$ cat config.mk
export PLATFORM = sky130hd
export DESIGN_NAME = fibonacci_modulo_pisano_core
export DESIGN_NICKNAME = d
export VERILOG_FILES = /design/src/sv/fmp_pkg.sv /design/src/sv/fibonacci_modulo_pisano_core.sv /design/src/sv/fmp_modadd.sv /design/src/sv/fmp_divider.sv
export SDC_FILE = /design/constraint.sdc
export NUM_CORES = 1
export LEC_CHECK = 0
export BUFFER_PORTS_ARGS = -buffer_cell sky130_fd_sc_hd__buf_2
export CORE_ASPECT_RATIO = 1.75
export CORE_MARGIN = 2
export CORE_UTILIZATION = 43
export CTS_CLUSTER_DIAMETER = 100
export DETAILED_ROUTE_END_ITERATION = 8
export SYNTH_ARGS = -nofsm -noshare
export SYNTH_HDL_FRONTEND = slang
export SYNTH_SLANG_ARGS = --single-unit
$ cat constraint.sdc
create_clock -name clk -period 5.7 [get_ports clk]
set_clock_uncertainty 0.05 [all_clocks]
set_input_delay 1.14 -clock clk [delete_from_list [all_inputs] [get_ports clk]]
set_output_delay 1.14 -clock clk [all_outputs]
set_load 0.05 [all_outputs]
$ cat src/sv/fmp_pkg.sv
package fmp_pkg;

	// Width of the result port, fixed by the interface
	localparam int unsigned VALUE_WIDTH = 16;

	// Sequencer states
	typedef enum logic [2:0] {
		ST_IDLE,
		ST_FIND,
		ST_DIV_LOAD,
		ST_DIV,
		ST_WALK
	} fmp_state_t;

	// Status returned by the serial remainder unit
	typedef struct packed {
		logic busy;
		logic done;
	} fmp_div_stat_t;

endpackage

$ cat src/sv/fibonacci_modulo_pisano_core.sv
// Fibonacci modulo m with Pisano-period reduction.
//
// Input: pulse start with index while busy is low; the transaction is taken
// at that edge and busy stays high until the result is out. The result is
// presented on value with done high for exactly one cycle; there is no
// back-pressure, the receiver must take it then.
// Configuration: cfg_data is written into the modulus when cfg_valid and
// cfg_ready are high (cfg_ready is high while idle). A write drops the
// cached period. A modulus of zero acts as one and yields zero.
// Steps per transaction, from accept to done:
//   period search (only first item after reset or a modulus write):
//     P = Pisano period of m (at most 6m), one modular add per step
//   remainder index mod P: serial restoring unit
//   walk: k = index mod P, one modular add per step
// All steps of the recurrence share one modular adder. One item at a time.
// Reset: modulus is 2, no period cached, busy and done low.
module fibonacci_modulo_pisano_core #(
	parameter int unsigned INDEX_WIDTH   = 32,
	parameter int unsigned MODULUS_WIDTH = 16
) (
	input  logic                                 clk,
	input  logic                                 arst_n,
	input  logic                                 start,
	input  logic [INDEX_WIDTH-1:0]               index,
	output logic                                 busy,
	output logic                                 done,
	output logic [fmp_pkg::VALUE_WIDTH-1:0]      value,
	input  logic                                 cfg_valid,
	output logic                                 cfg_ready,
	input  logic [MODULUS_WIDTH-1:0]             cfg_data
);
	import fmp_pkg::*;

	localparam int unsigned PW = MODULUS_WIDTH + 3;
	localparam int unsigned XW = (MODULUS_WIDTH > VALUE_WIDTH) ? MODULUS_WIDTH : VALUE_WIDTH;

	fmp_state_t state_q, state_d;

	logic [MODULUS_WIDTH-1:0] modulus_q;
	logic                     known_q;
	logic [PW-1:0]            period_q;
	logic [PW-1:0]            limit_q;
	logic [PW-1:0]            cnt_q;
	logic [PW-1:0]            cnt_inc;
	logic [MODULUS_WIDTH-1:0] a_q, b_q;
	logic [MODULUS_WIDTH-1:0] sum;
	logic [MODULUS_WIDTH-1:0] m_eff;
	logic                     m_small;
	logic [INDEX_WIDTH-1:0]   index_q;
	logic                     done_q;
	logic [VALUE_WIDTH-1:0]   value_q;
	logic [XW-1:0]            a_ext;
	logic                     find_end;
	logic                     div_start;
	fmp_div_stat_t            div_stat;
	logic [PW-1:0]            rem;

	// Effective modulus: zero behaves as one
	assign m_eff   = (modulus_q == '0) ? MODULUS_WIDTH'(1) : modulus_q;
	assign m_small = (modulus_q <= MODULUS_WIDTH'(1));
	assign cnt_inc = cnt_q + PW'(1);

	// Shared modular adder
	fmp_modadd #(
		.MODULUS_WIDTH(MODULUS_WIDTH)
	) u_modadd (
		.a  (a_q),
		.b  (b_q),
		.m  (m_eff),
		.sum(sum)
	);

	// Serial remainder of index by period
	fmp_divider #(
		.DIVIDEND_WIDTH(INDEX_WIDTH),
		.DIVISOR_WIDTH (PW)
	) u_divider (
		.clk      (clk),
		.arst_n   (arst_n),
		.start    (div_start),
		.dividend (index_q),
		.divisor  (period_q),
		.stat     (div_stat),
		.remainder(rem)
	);

	// Period search ends when the pair returns to (0,1) or the bound is hit
	assign find_end = ((b_q == '0) && (sum == MODULUS_WIDTH'(1))) || (cnt_inc >= limit_q);

	// Next state
	always_comb begin
		state_d = state_q;
		case (state_q)
			ST_IDLE: begin
				if (start) begin
					if (!known_q && !m_small) begin
						state_d = ST_FIND;
					end else begin
						state_d = ST_DIV_LOAD;
					end
				end
			end
			ST_FIND: begin
				if (find_end) begin
					state_d = ST_DIV_LOAD;
				end
			end
			ST_DIV_LOAD: state_d = ST_DIV;
			ST_DIV: begin
				if (div_stat.done) begin
					state_d = ST_WALK;
				end
			end
			ST_WALK: begin
				if (cnt_q == '0) begin
					state_d = ST_IDLE;
				end
			end
			default: state_d = ST_IDLE;
		endcase
	end

	// Sequencer outputs
	always_comb begin
		busy      = (state_q != ST_IDLE);
		cfg_ready = (state_q == ST_IDLE);
		div_start = (state_q == ST_DIV_LOAD);
	end

	// Control registers
	always_ff @(posedge clk or negedge arst_n) begin
		if (!arst_n) begin
			state_q   <= ST_IDLE;
			modulus_q <= MODULUS_WIDTH'(2);
			known_q   <= 1'b0;
			period_q  <= '0;
			done_q    <= 1'b0;
		end else begin
			state_q <= state_d;
			done_q  <= (state_q == ST_WALK) && (cnt_q == '0);
			if (cfg_valid && cfg_ready) begin
				modulus_q <= cfg_data;
				known_q   <= 1'b0;
			end else if (state_q == ST_IDLE && start && !known_q && m_small) begin
				period_q <= PW'(1);
				known_q  <= 1'b1;
			end else if (state_q == ST_FIND && find_end) begin
				period_q <= cnt_inc;
				known_q  <= 1'b1;
			end
		end
	end

	// Recurrence pair, step counter and captured index
	always_ff @(posedge clk) begin
		case (state_q)
			ST_IDLE: begin
				if (start) begin
					index_q <= index;
					a_q     <= '0;
					b_q     <= MODULUS_WIDTH'(1);
					cnt_q   <= '0;
					limit_q <= (PW'(m_eff) << 2) + (PW'(m_eff) << 1) + PW'(6);
				end
			end
			ST_FIND, ST_WALK: begin
				a_q <= b_q;
				b_q <= sum;
				if (state_q == ST_FIND) begin
					cnt_q <= cnt_inc;
				end else if (cnt_q != '0) begin
					cnt_q <= cnt_q - PW'(1);
				end
			end
			ST_DIV: begin
				if (div_stat.done) begin
					a_q   <= '0;
					b_q   <= m_small ? '0 : MODULUS_WIDTH'(1);
					cnt_q <= rem;
				end
			end
			default: begin
			end
		endcase
	end

	// Result register
	assign a_ext = XW'(a_q);
	always_ff @(posedge clk) begin
		if (state_q == ST_WALK && cnt_q == '0) begin
			value_q <= a_ext[VALUE_WIDTH-1:0];
		end
	end

	assign done  = done_q;
	assign value = value_q;

endmodule

$ cat src/sv/fmp_modadd.sv
// Modular add: (a + b) mod m for a, b < m, one compare and subtract.
module fmp_modadd #(
	parameter int unsigned MODULUS_WIDTH = 16
) (
	input  logic [MODULUS_WIDTH-1:0] a,
	input  logic [MODULUS_WIDTH-1:0] b,
	input  logic [MODULUS_WIDTH-1:0] m,
	output logic [MODULUS_WIDTH-1:0] sum
);

	logic [MODULUS_WIDTH:0] raw;

	always_comb begin
		raw = {1'b0, a} + {1'b0, b};
		if (raw >= {1'b0, m}) begin
			raw = raw - {1'b0, m};
		end
		sum = raw[MODULUS_WIDTH-1:0];
	end

endmodule

$ cat src/sv/fmp_divider.sv
// Restoring remainder unit: dividend mod divisor, one quotient bit per cycle.
module fmp_divider #(
	parameter int unsigned DIVIDEND_WIDTH = 32,
	parameter int unsigned DIVISOR_WIDTH  = 19
) (
	input  logic                       clk,
	input  logic                       arst_n,
	input  logic                       start,
	input  logic [DIVIDEND_WIDTH-1:0]  dividend,
	input  logic [DIVISOR_WIDTH-1:0]   divisor,
	output fmp_pkg::fmp_div_stat_t     stat,
	output logic [DIVISOR_WIDTH-1:0]   remainder
);
	import fmp_pkg::*;

	localparam int unsigned CW = $clog2(DIVIDEND_WIDTH + 1);

	logic [CW-1:0]             cnt_q;
	logic                      done_q;
	logic [DIVIDEND_WIDTH-1:0] num_q;
	logic [DIVISOR_WIDTH-1:0]  rem_q;
	logic [DIVISOR_WIDTH:0]    trial;
	logic [DIVISOR_WIDTH:0]    diff;
	logic [DIVISOR_WIDTH-1:0]  rem_next;

	// One restoring step: shift in next dividend bit, subtract if it fits
	always_comb begin
		trial = {rem_q, num_q[DIVIDEND_WIDTH-1]};
		diff  = trial - {1'b0, divisor};
		if (trial >= {1'b0, divisor}) begin
			rem_next = diff[DIVISOR_WIDTH-1:0];
		end else begin
			rem_next = trial[DIVISOR_WIDTH-1:0];
		end
	end

	// Control: step counter and done pulse
	always_ff @(posedge clk or negedge arst_n) begin
		if (!arst_n) begin
			cnt_q  <= '0;
			done_q <= 1'b0;
		end else begin
			done_q <= 1'b0;
			if (start) begin
				cnt_q <= CW'(DIVIDEND_WIDTH);
			end else if (cnt_q != '0) begin
				cnt_q <= cnt_q - CW'(1);
				if (cnt_q == CW'(1)) begin
					done_q <= 1'b1;
				end
			end
		end
	end

	// Datapath
	always_ff @(posedge clk) begin
		if (start) begin
			num_q <= dividend;
			rem_q <= '0;
		end else if (cnt_q != '0) begin
			num_q <= {num_q[DIVIDEND_WIDTH-2:0], 1'b0};
			rem_q <= rem_next;
		end
	end

	assign stat.busy = (cnt_q != '0);
	assign stat.done = done_q;
	assign remainder = rem_q;

endmodule
---- Word level (Yosys, flattened, before mapping) ----
Cells that the tools add are included.
storage, ports and cells
  register bits after elaboration ......... 216
  bits of input ports ..................... 52
  output and inout port bits .............. 19
  logic and storage cells ................. 100
operators by class
  add/sub/neg operators ................... 8
  magnitude comparators ................... 4
  equality and inequality tests ........... 11
  multiplexer cells ....................... 33
  bitwise logic cells ..................... 1
  reductions and logical operators ........ 28
operators by type and width
  operator               number
  $mux 19                7
  $mux 16                6
  $pmux 16 s3            2
  $mux 32                2
  $pmux 19 s3            1
  $logic_not 16->1       2
  $ge 20x19->1           1
  $add 18x17->19         1
  $add 19x1->19 const B  1
  $add 19x3->19 const B  1
  $ge 19x19->1           1
  $logic_not 19->1       1
  $reduce_bool 19->1     1
  $sub 19x1->19 const B  1
  $sub 19x19->19         1
  $add 16x16->17         1
  $ge 17x16->1           1
  $eq 16x1->1 const B    1
  $le 16x1->1 const B    1
  $sub 16x16->16         1
  $pmux 3 s5             1
  $mux 3                 4
  $mux 6                 2
  $reduce_bool 3->1      3
  other kinds (21)       41

---- Depth between registers and ports, before layout ----
Gate-level depths: netlist (run 1).
  depth after elaboration ................. 11
  gate-level depth with buffers ........... 20
  depth with buffers taken out ............ 18

---- By module ----
From an unflattened synthesis (run 1), not the netlist that was laid out.
unflattened totals
  cells, all modules ...................... 1308
  area total of the unflattened synthesis .. 13494.2 µm²
by module, submodules not included
  module                        times used  cells an instance  area an instance (µm²)  sequential area each (µm²)
  fibonacci_modulo_pisano_core  1           696                8031.5                  4515.6
  fmp_divider                   1           376                3744.8                  1516.5
  fmp_modadd                    1           236                1717.9                  0.0

---- Least setup slack after synthesis (run 1) ----
OpenSTA, ideal clock, no wires.
  path type ............................... input -> register
  start point ............................. input port start
  end point ............................... register cnt_q[0], enable pin
  library setup time ...................... 424 ps
  arrival time ............................ 5262 ps
  required time ........................... 5226 ps
  slack ................................... -36 ps
  stages .................................. 3
  path buffers ............................ 0
  cells stage by stage .................... nor3_1 -> a221oi_1 -> a21boi_0
between the ends
  word-level cells in the longest chain between the ends .. 2
RTL lines
  element                     RTL line                             text
  start: declaration          fibonacci_modulo_pisano_core.sv:23   input logic start,
  $ne 2x2->1 (no line)        n/a
  $reduce_and 4->1 (no line)  n/a
  end signal: assignment      fibonacci_modulo_pisano_core.sv:170  cnt_q <= cnt_inc;
  end signal: assignment      fibonacci_modulo_pisano_core.sv:172  cnt_q <= cnt_q - PW'(1);
  end signal: assignment      fibonacci_modulo_pisano_core.sv:179  cnt_q <= rem;
  end: declaration            fibonacci_modulo_pisano_core.sv:43   logic [PW-1:0] cnt_q;
Every way passes these cells.
A chain may end at the register's enable or synchronous reset.

---- Worst setup path after layout (run 1) ----
  start point ............................. register b_q[4]
  end point ............................... register known_q
between the ends
  word-level cells in the longest chain between the ends .. 8
  elaborated cells on any way between the ends .. 10
  those cells by class .................... add/sub: 2; order compare: 1; eq/ne: 1; mux: 1; reduce/logical: 5
RTL lines
  element                                                RTL line                             text
  start: declaration                                     fibonacci_modulo_pisano_core.sv:45   logic [MODULUS_WIDTH-1:0] a_q, b_q;
  start signal: assignment                               fibonacci_modulo_pisano_core.sv:168  b_q <= sum;
  start signal: assignment                               fibonacci_modulo_pisano_core.sv:178  b_q <= m_small ? '0 : MODULUS_WIDTH'(1);
  $add 16x16->17                                         fmp_modadd.sv:14                     raw = {1'b0, a} + {1'b0, b};
  $sub 16x16->16 / $ge 17x16->1 (equally long branches)  fmp_modadd.sv:16, fmp_modadd.sv:15
  $mux 16                                                fmp_modadd.sv:15                     if (raw >= {1'b0, m}) begin
  $eq 16x1->1                                            fibonacci_modulo_pisano_core.sv:88   assign find_end = ((b_q == '0) && (sum == MODULUS_WIDTH'(1))) || (cnt_inc >= limit_q);
  $logic_and 1x1->1 *                                    fibonacci_modulo_pisano_core.sv:88
  $logic_or 1x1->1 *                                     fibonacci_modulo_pisano_core.sv:88
  $logic_and 1x1->1 *                                    fibonacci_modulo_pisano_core.sv:147  end else if (state_q == ST_FIND && find_end) begin
  $reduce_bool 3->1 (no line) *                          n/a
  end signal: assignment                                 fibonacci_modulo_pisano_core.sv:143  known_q <= 1'b0;
  end signal: assignment                                 fibonacci_modulo_pisano_core.sv:146  known_q <= 1'b1;
  end signal: assignment                                 fibonacci_modulo_pisano_core.sv:149  known_q <= 1'b1;
  end: declaration                                       fibonacci_modulo_pisano_core.sv:40   logic known_q;
Every way passes the cells marked *; elsewhere a longest branch is shown, timed or not.

==> impl_summary.md, run 1 <==
Global route
Across every metal layer, demand over resource in global routing totals 20.14%. The number of global-route vias before repair was 10200. For this run the aggregate overflow at the end of global routing stands at 0. Entering global routing, the biggest net connects 52 pins.

The first-pass GRT wire length is around 50 mm. The number of antenna violations at the first check in global routing came to 0.

Critical path
STA classifies the critical path endpoint as a flip-flop. The largest individual stage delay along the critical path comes from the cell a311o_1. The peak per-stage delay on the critical path is approximately 430 ps. The worst register-to-register path has a depth of 18. Setup slack on the worst reg-to-reg path comes out at about 540 ps. STA classifies the critical path startpoint as a flip-flop.

The required time at the endpoint of the critical path is about 6100 ps. The endpoint identified for the worst register-to-register timing path is known_q. The worst register-to-register path begins at b_q[4]. Walking the worst path, the cells encountered are ha_1, a211o_1, o21bai_2, a311o_1, o21a_4, xor2_1, ha_1, a21oi_1, o21ai_0, a211oi_1, a211oi_1, or3_2, o21ai_0, a22oi_2, o21ai_2, buf_4, nand2_1, a31oi_1.

The maximum fanout along the worst path is 19. The critical path in this run is classified as reg2reg. Tracing the worst setup path back leads to its startpoint at b_q[4]. The data arrival time of the worst path is ~5600 ps. In this run the worst setup path terminates at known_q.

Drt
In this run the remaining antenna-violating nets after routing total 0. The final layout contains routed wiring with a total length of 32.04 mm. Detailed routing inserted a total of 9972 vias.

The pre-antenna-repair detailed-routing pass consisted of 7 iterations. For this run, design rule violations remaining after detail routing come to 0. The detailed router finished its first iteration with approximately 530 violations.

The detail-routed via count per cell is ~5.6. The final routed wire length divided by cell count is around 18 um.

Synth
In this run the cell area of the synthesized design comes to around 0.013 mm2. Counting every net in the synthesized netlist gives ~1500. The number of distinct library cells after synthesis is 85. Counting flops with an async set or reset pin after synthesis yields a share of between 20% and 30%.

Synthesis inferred around 220 register bits. In the synthesized netlist the dominant register cell turns out to be edfxtp_1. The average cell area after synthesis is 9.846 um2. The share of synthesized area occupied by flip-flops and latches is between 40% and 50%.

The yosys synthesis warning count is 0. After technology mapping, the gate count stands at roughly 1300. The count of flip-flops with a built-in enable after synthesis is 149.

Flow run
The count of max-cap constraint violations is 0.

Layout
The core occupancy in the finished layout is between 40% and 50%. The final instance area is around 0.015 mm2. The final layout net count is around 1600. The number of antenna diodes is 0. The count of placed standard cells in the final layout, fillers left out is 1795.

In the final layout, the share of cells above drive strength 1 is a little under an eighth. The area growth from synthesis to layout is 11.24%.

Placed design
Once detailed placement completed, the half-perimeter wirelength came to between 20 and 25 mm. The congestion estimate from routability-driven global placement came to 0.9157. The area after detailed placement is roughly 0.014 mm2. The number of placed instances, taps included, is about 1800. The number of buffer cells added on primary ports is 70.

STA
Setup violations remaining at the end of the flow were counted as 0. Timing would allow up to between 150 and 200 MHz. The worst path in the final design needs a cycle of 5164 ps, including I/O delays and setup. The final-report max-slew violation count was 0.

The relative slew slack is 29.03%. At the pin with the least slew margin, the transition time is roughly 1100 ps. The final cycle utilization of the critical path is between 90% and 100%.

The number of failing hold endpoints at the final stage is 0. Setup repair after global routing left no endpoint under its margin. Adding up every negative setup slack in the final design gives 0 ps.

Die
The core area is between 0.03 and 0.04 mm2. Once the floorplan was initialized, standard cells occupied around 44% of the core. In this run the vertical extent of the chip is 235.3 um. Measured along the x axis, the die boundary spans between 100 and 150 um. The die footprint is between 0.03 and 0.04 mm2. In this run the count of I/O pins placed on the die edge is 71. The floorplan has 84 rows.

CTS
Counting along the longest clock path gives a buffer depth of 3. The number of clock buffers inserted by TritonCTS is 23. The buffer type at the clock tree root is clkbuf_16. TritonCTS built the clock tree. The clock net in this run drives a total of ~220 sinks. The hold buffer count at cts is 0. Gates resized during post-CTS repair numbered 0.

After clock tree synthesis, the clock-pin slew on the worst setup and hold paths is around 60 ps. At the later pin of the worst-skew pair, clock insertion delay measures 540 ps. The H-tree depth reported by CTS is 1.

Status
The run finished with clean final reports.

Min path
The classification of the worst-slack hold path is reg2reg.
[critical path: cells and delay by family (launching register included)]
kind                       cells  cell delay, ps
AOI/OAI and AO/OA             12            2780
DFF                            1             410
xor gates and xnor gates       1             310
buffers and inverters          1             240
adders and majority gates      2             760
and+or+nand+nor                2             550
[cell families (layout without fill, tap and decap cells)]
| kind of cell | Yosys count | after routing | synth area share [%] |
|---|---|---|---|
| simple gates | 447 | 447 | 16.09 |
| compound gates | 324 | 324 | 16.88 |
| flops | 215 | 215 | 45.89 |
| buf+inv | 151 | 224 | 4.445 |
| fa+ha+maj | 112 | 112 | 10.83 |
| xor+xnor | 73 | 73 | 4.864 |
| mux | 13 | 13 | 0.9996 |
[cell usage after synthesis (all sizes together) (19+ instances only)]
library cell,number,area share (%)
nor3,34,1.3
xor2,34,2.3
dfrtp,46,8.8
nor2b,28,1.3
edfxtp,149,34
clkbuf,48,1.4
ha,109,10
a21oi,75,3.0
nor2,88,2.5
xnor2,39,2.6
o21ai,87,3.3
dfxtp,19,2.9
nand2,181,5.2
a21o,22,1.3
inv,96,2.7
nand3,19,0.72
[final cells by class]
class                      instances  area [um2]
multi-input combinational        969        6564
tap                              387       484.2
fill                            2912       15440
clock buffer                      31       605.6
timing repair buffer              86       483.0
inverter                          96       360.3
sequential                       215        6032
clock inverter                    11       92.59
[sequential cells by signal, indices dropped and copies added, names as in the netlist, 16 cells and up]
| signal | count |
|---|---|
| modulus_q | 16 |
| period_q | 19 |
| cnt_q | 19 |
| value | 16 |
| b_q | 16 |
| limit_q | 18 |
| index_q | 32 |
| u_divider.num_q | 32 |
| u_divider.remainder | 19 |
| a_ext | 16 |
[cell usage in the layout, fill, tap and decap left out, types with 7 or more instances in the layout]
master,Yosys,routed
a211oi_1,14,14
a21o_1,21,21
a21oi_1,73,73
a22oi_1,11,11
a31oi_1,9,9
a32o_1,8,8
a32o_2,10,10
and2_1,9,8
and3_1,9,9
buf_2,2,70
buf_4,0,15
clkbuf_1,48,8
clkbuf_16,0,23
dfrtp_1,46,46
dfxtp_1,19,19
edfxtp_1,149,149
ha_1,109,109
inv_1,96,96
mux2i_1,12,12
nand2_1,181,181
nand2b_1,8,8
nand3_1,19,19
nand4_1,11,11
nor2_1,88,87
nor2b_1,28,28
nor3_1,34,32
nor4_1,10,10
o211ai_1,9,9
o21ai_0,86,86
o21bai_1,8,8
o221ai_1,7,7
o31ai_1,8,8
or2_2,7,7
or3_1,14,14
xnor2_1,39,39
xor2_1,34,34
[how the worst min path moves through the flow]
stage / from / slack [ps] / endpoint / depth (start not counted)
floorplan: a_ext[0] / 380 / value[0] / 0
global placement: a_ext[4] / 390 / value[4] / 0
detailed placement: a_ext[12] / 390 / value[12] / 0
CTS: a_ext[4] / 410 / value[4] / 0
global route: a_ext[4] / 410 / value[4] / 0
finish: a_ext[4] / 410 / value[4] / 0
[per-stage QoR]
step | setup slack (ps) | hold WS, ps
5_1_grt | 21.51 | 414.4
2_1_floorplan | 1022 | 380.7
3_3_place_gp | 644.4 | 387.1
6_report | 535.7 | 408.9
3_5_place_dp | 535.4 | 392.6
4_1_cts | 462.6 | 408.7
[repair_timing]
| action | CTS | global route |
|---|---|---|
| setup endpoints to repair | 0 | 3 |
| buffers inserted | 0 | 1 |
| endpoints found under the hold margin | 0 | 0 |
[per-layer routing]
metal | GRT usage, % | vias up | routed length, um
met1 | 21.15 | 4772 | 12010
met5 | 0 | - | 0
met2 | 38.37 | 180 | 17330
met3 | 2.110 | 85 | 950
met4 | 10.51 | 0 | 1752
li1 | - | 4935 | -
Power of run 1 is not shown: default switching activity piles up to over one toggle a cycle in this logic, so the estimate is an artifact.
==> run 2, diff against run 1 <==
==> constraint.sdc (replaced) <==
create_clock -name clk -period 5.7 [get_ports clk]
set_clock_uncertainty 0.05 [all_clocks]
set_input_delay 0.855 -clock clk [delete_from_list [all_inputs] [get_ports clk]]
set_output_delay 0.855 -clock clk [all_outputs]
set_load 0.05 [all_outputs]
==> impl_summary.md, run 2 (synthesis results as in run 1) <==
Critical path
The element type at the critical path end is a flip-flop. The data arrival time of the worst path is 5630 ps (+70 ps). The nature of the critical path startpoint is a flip-flop. The required time at the endpoint of the critical path is 6120 ps (+20 ps). The maximum fanout along the worst path is 18 (-1). The critical setup path kind is reg2reg.

CTS
The number of cells upsized or downsized after cts was 0 (unchanged). TritonCTS built the clock tree. The post-CTS setup repair buffer count came to 0 (unchanged). The H-tree depth reported by CTS is 1 (unchanged). The buffer type at the clock tree root is clkbuf_16. The number of clock buffers inserted by TritonCTS is 23 (unchanged).

The number of sinks driven by the clock tree came to 215 (unchanged). The clock tree buffer depth is 3 (unchanged). The hold buffer count at cts is 0 (unchanged). The clock-pin slew on the worst setup and hold paths is 60 ps (about the same). The source-to-sink clock delay at the later pin of the worst-skew pair is 550 ps (about the same).

Drt
The number of nets with antenna violations after detailed routing is 0 (unchanged). The detail-routed via count per cell was 5.568 (+0.22%). The count of routing violations after the opening detailed-route iteration is 415 (-22%). The total detailed-routing wirelength is 32.32 mm (+0.87%). The routed via count is 9994 (+0.22%). The final routed wire length divided by cell count is 18.01 um (+0.87%).

The DRC violation count after routing is 0 (unchanged). The number of iterations in the first detailed-routing pass is 6 (-1).

STA
The relative slew slack came to 24.09% (-4.9 points). The final cycle utilization of the critical path is 91.48% (+0.87 points). The final critical-path required period is 5214 ps (+49.83 ps).

The fmax came to 191.8 MHz (-0.96%). The setup TNS was 0 ps (unchanged). The transition time at the pin with the least slew margin was 1136 ps (+73.99 ps). The final number of setup-violating endpoints is 0 (unchanged). Setup repair after global routing left no endpoint under its margin. The number of failing hold endpoints at the final stage came to 0 (unchanged). The least setup slack across all paths after layout came to 485.8 ps (-49.83 ps). The final-report max-slew violation count is 0 (unchanged).

Flow run
The count of max-cap constraint violations is 0 (unchanged).

Global route
The global-route usage over all layers is 20.41% (+0.26 points). The number of global-route vias before repair came to 10320 (+1.1%). The number of antenna violations at the first check in global routing is 0 (unchanged). The first-pass GRT wire length is 52.00 mm (+0.99%). The maximum number of pins on one net before global-route repair was 52 (unchanged). The total congestion overflow after global routing is 0 (unchanged).

Layout
The final layout net count was 1555 (unchanged). The largest registers in the layout are index_q x32, u_divider.num_q x32. The library cell used most frequently in the layout, excluding fill and tap cells, is nand2_1. The proportion of layout cells with a drive suffix above 1 came to 12.29% (+0.57 points). The number of antenna diodes is 0 (unchanged). The number of fillers in the final layout is 2910 (-0.069%). In the layout the commonest cells are nand2_1 (181), edfxtp_1 (149), ha_1 (109), inv_1 (96), nor2_1 (87). From synthesis to final layout, the design area changed by 11.67%. The final instance area was 0.01468 mm2 (+0.39%).

Placed design
The post-place setup slack came to 530.9 ps (-4.507 ps). The half-perimeter wire length of the detailed placement result is 24.60 mm (+1.4%). The area after detailed placement is 0.01391 mm2 (about the same). The last weighted congestion value of the routability-driven placer is 0.9283 (+1.4%). The number of buffer cells added on primary ports was 70 (unchanged).

Die
The vertical die dimension was 235.3 um (unchanged). The total I/O pin count is 71 (unchanged). The die width is 136.2 um (unchanged). The die footprint is 0.03204 mm2 (unchanged). The core area is 0.03006 mm2 (unchanged). The initial core utilization is 43.73% (unchanged). The total number of placement rows is 84 (unchanged).

Min path
The classification of the worst-slack hold path is in2async.

Status
The flow ran to the end, and the final reports show no timing, DRC or antenna violations.
[run 2: changes by cell type in the layout (fill, tap and decap cells not counted), moves of 2 or more]
cell	delta
clkinv_4	+4
clkbuf_8	+2
clkinv_1	-4
clkbuf_1	-4
[run 2: stage by stage]
stage	hold WS, ps	utilization, %	instances
final	383.3	48.83	1795
after CTS	396.2	48.83	1795
after floorplan	380.7	-	1335
after global placement	387.1	46.28	1753
after detailed placement	392.3	46.28	1753
after global routing	418.8	48.83	1795
[run 2: critical path, stage by stage (launching register included)]
cell	delay [ps]
edfxtp_1	410
ha_1	410
a211o_1	340
o21bai_2	200
a311o_1	430
o21a_4	260
xor2_1	300
ha_1	350
a21oi_1	200
o21ai_0	140
a211oi_1	280
a211oi_1	120
o21ai_0	300
a21oi_1	140
a32oi_1	370
nand2_1	160
a21oi_4	450
a32o_1	210
[run 2: path summary, 6_finish.rpt]
| kind | cells past startpoint | to | start | slack [ps] |
|---|---|---|---|---|
| min reg2reg | 0 | value[4] | a_ext[4] | 410 |
| min | 2 | modulus_q[8] | arst_n | 380 |
| max | 17 | period_q[4] | b_q[4] | 490 |
| min in group clk | 0 | value[4] | a_ext[4] | 410 |
| max in group asynchronous | 2 | period_q[2] | arst_n | 4780 |
| max reg2reg | 17 | period_q[4] | b_q[4] | 490 |
[run 2: cell type report]
| class | instances | area [um2] | area share (%) |
|---|---|---|---|
| clock inverters | 13 | 148.9 | 1.014 |
| repair buffers | 86 | 470.5 | 3.205 |
| multi-input cells | 969 | 6564 | 44.72 |
| clock buffers | 29 | 618.1 | 4.211 |
| well taps | 387 | 484.2 | 3.299 |
| inverters | 96 | 360.3 | 2.455 |
| flip-flops and latches | 215 | 6032 | 41.10 |
[run 2: layer usage]
| layer | vias to the layer above | share of wire, % | routed length (um) | track usage, % |
|---|---|---|---|---|
| met5 | - | 0 | 0 | 0 |
| met4 | 0 | 5.8 | 1876 | 11.77 |
| met3 | 87 | 2.6 | 827 | 1.981 |
| met2 | 191 | 55 | 17650 | 38.82 |
| met1 | 4773 | 37 | 11970 | 21.09 |
| li1 | 4943 | - | - | - |
Power of run 2 is left out for the same reason.
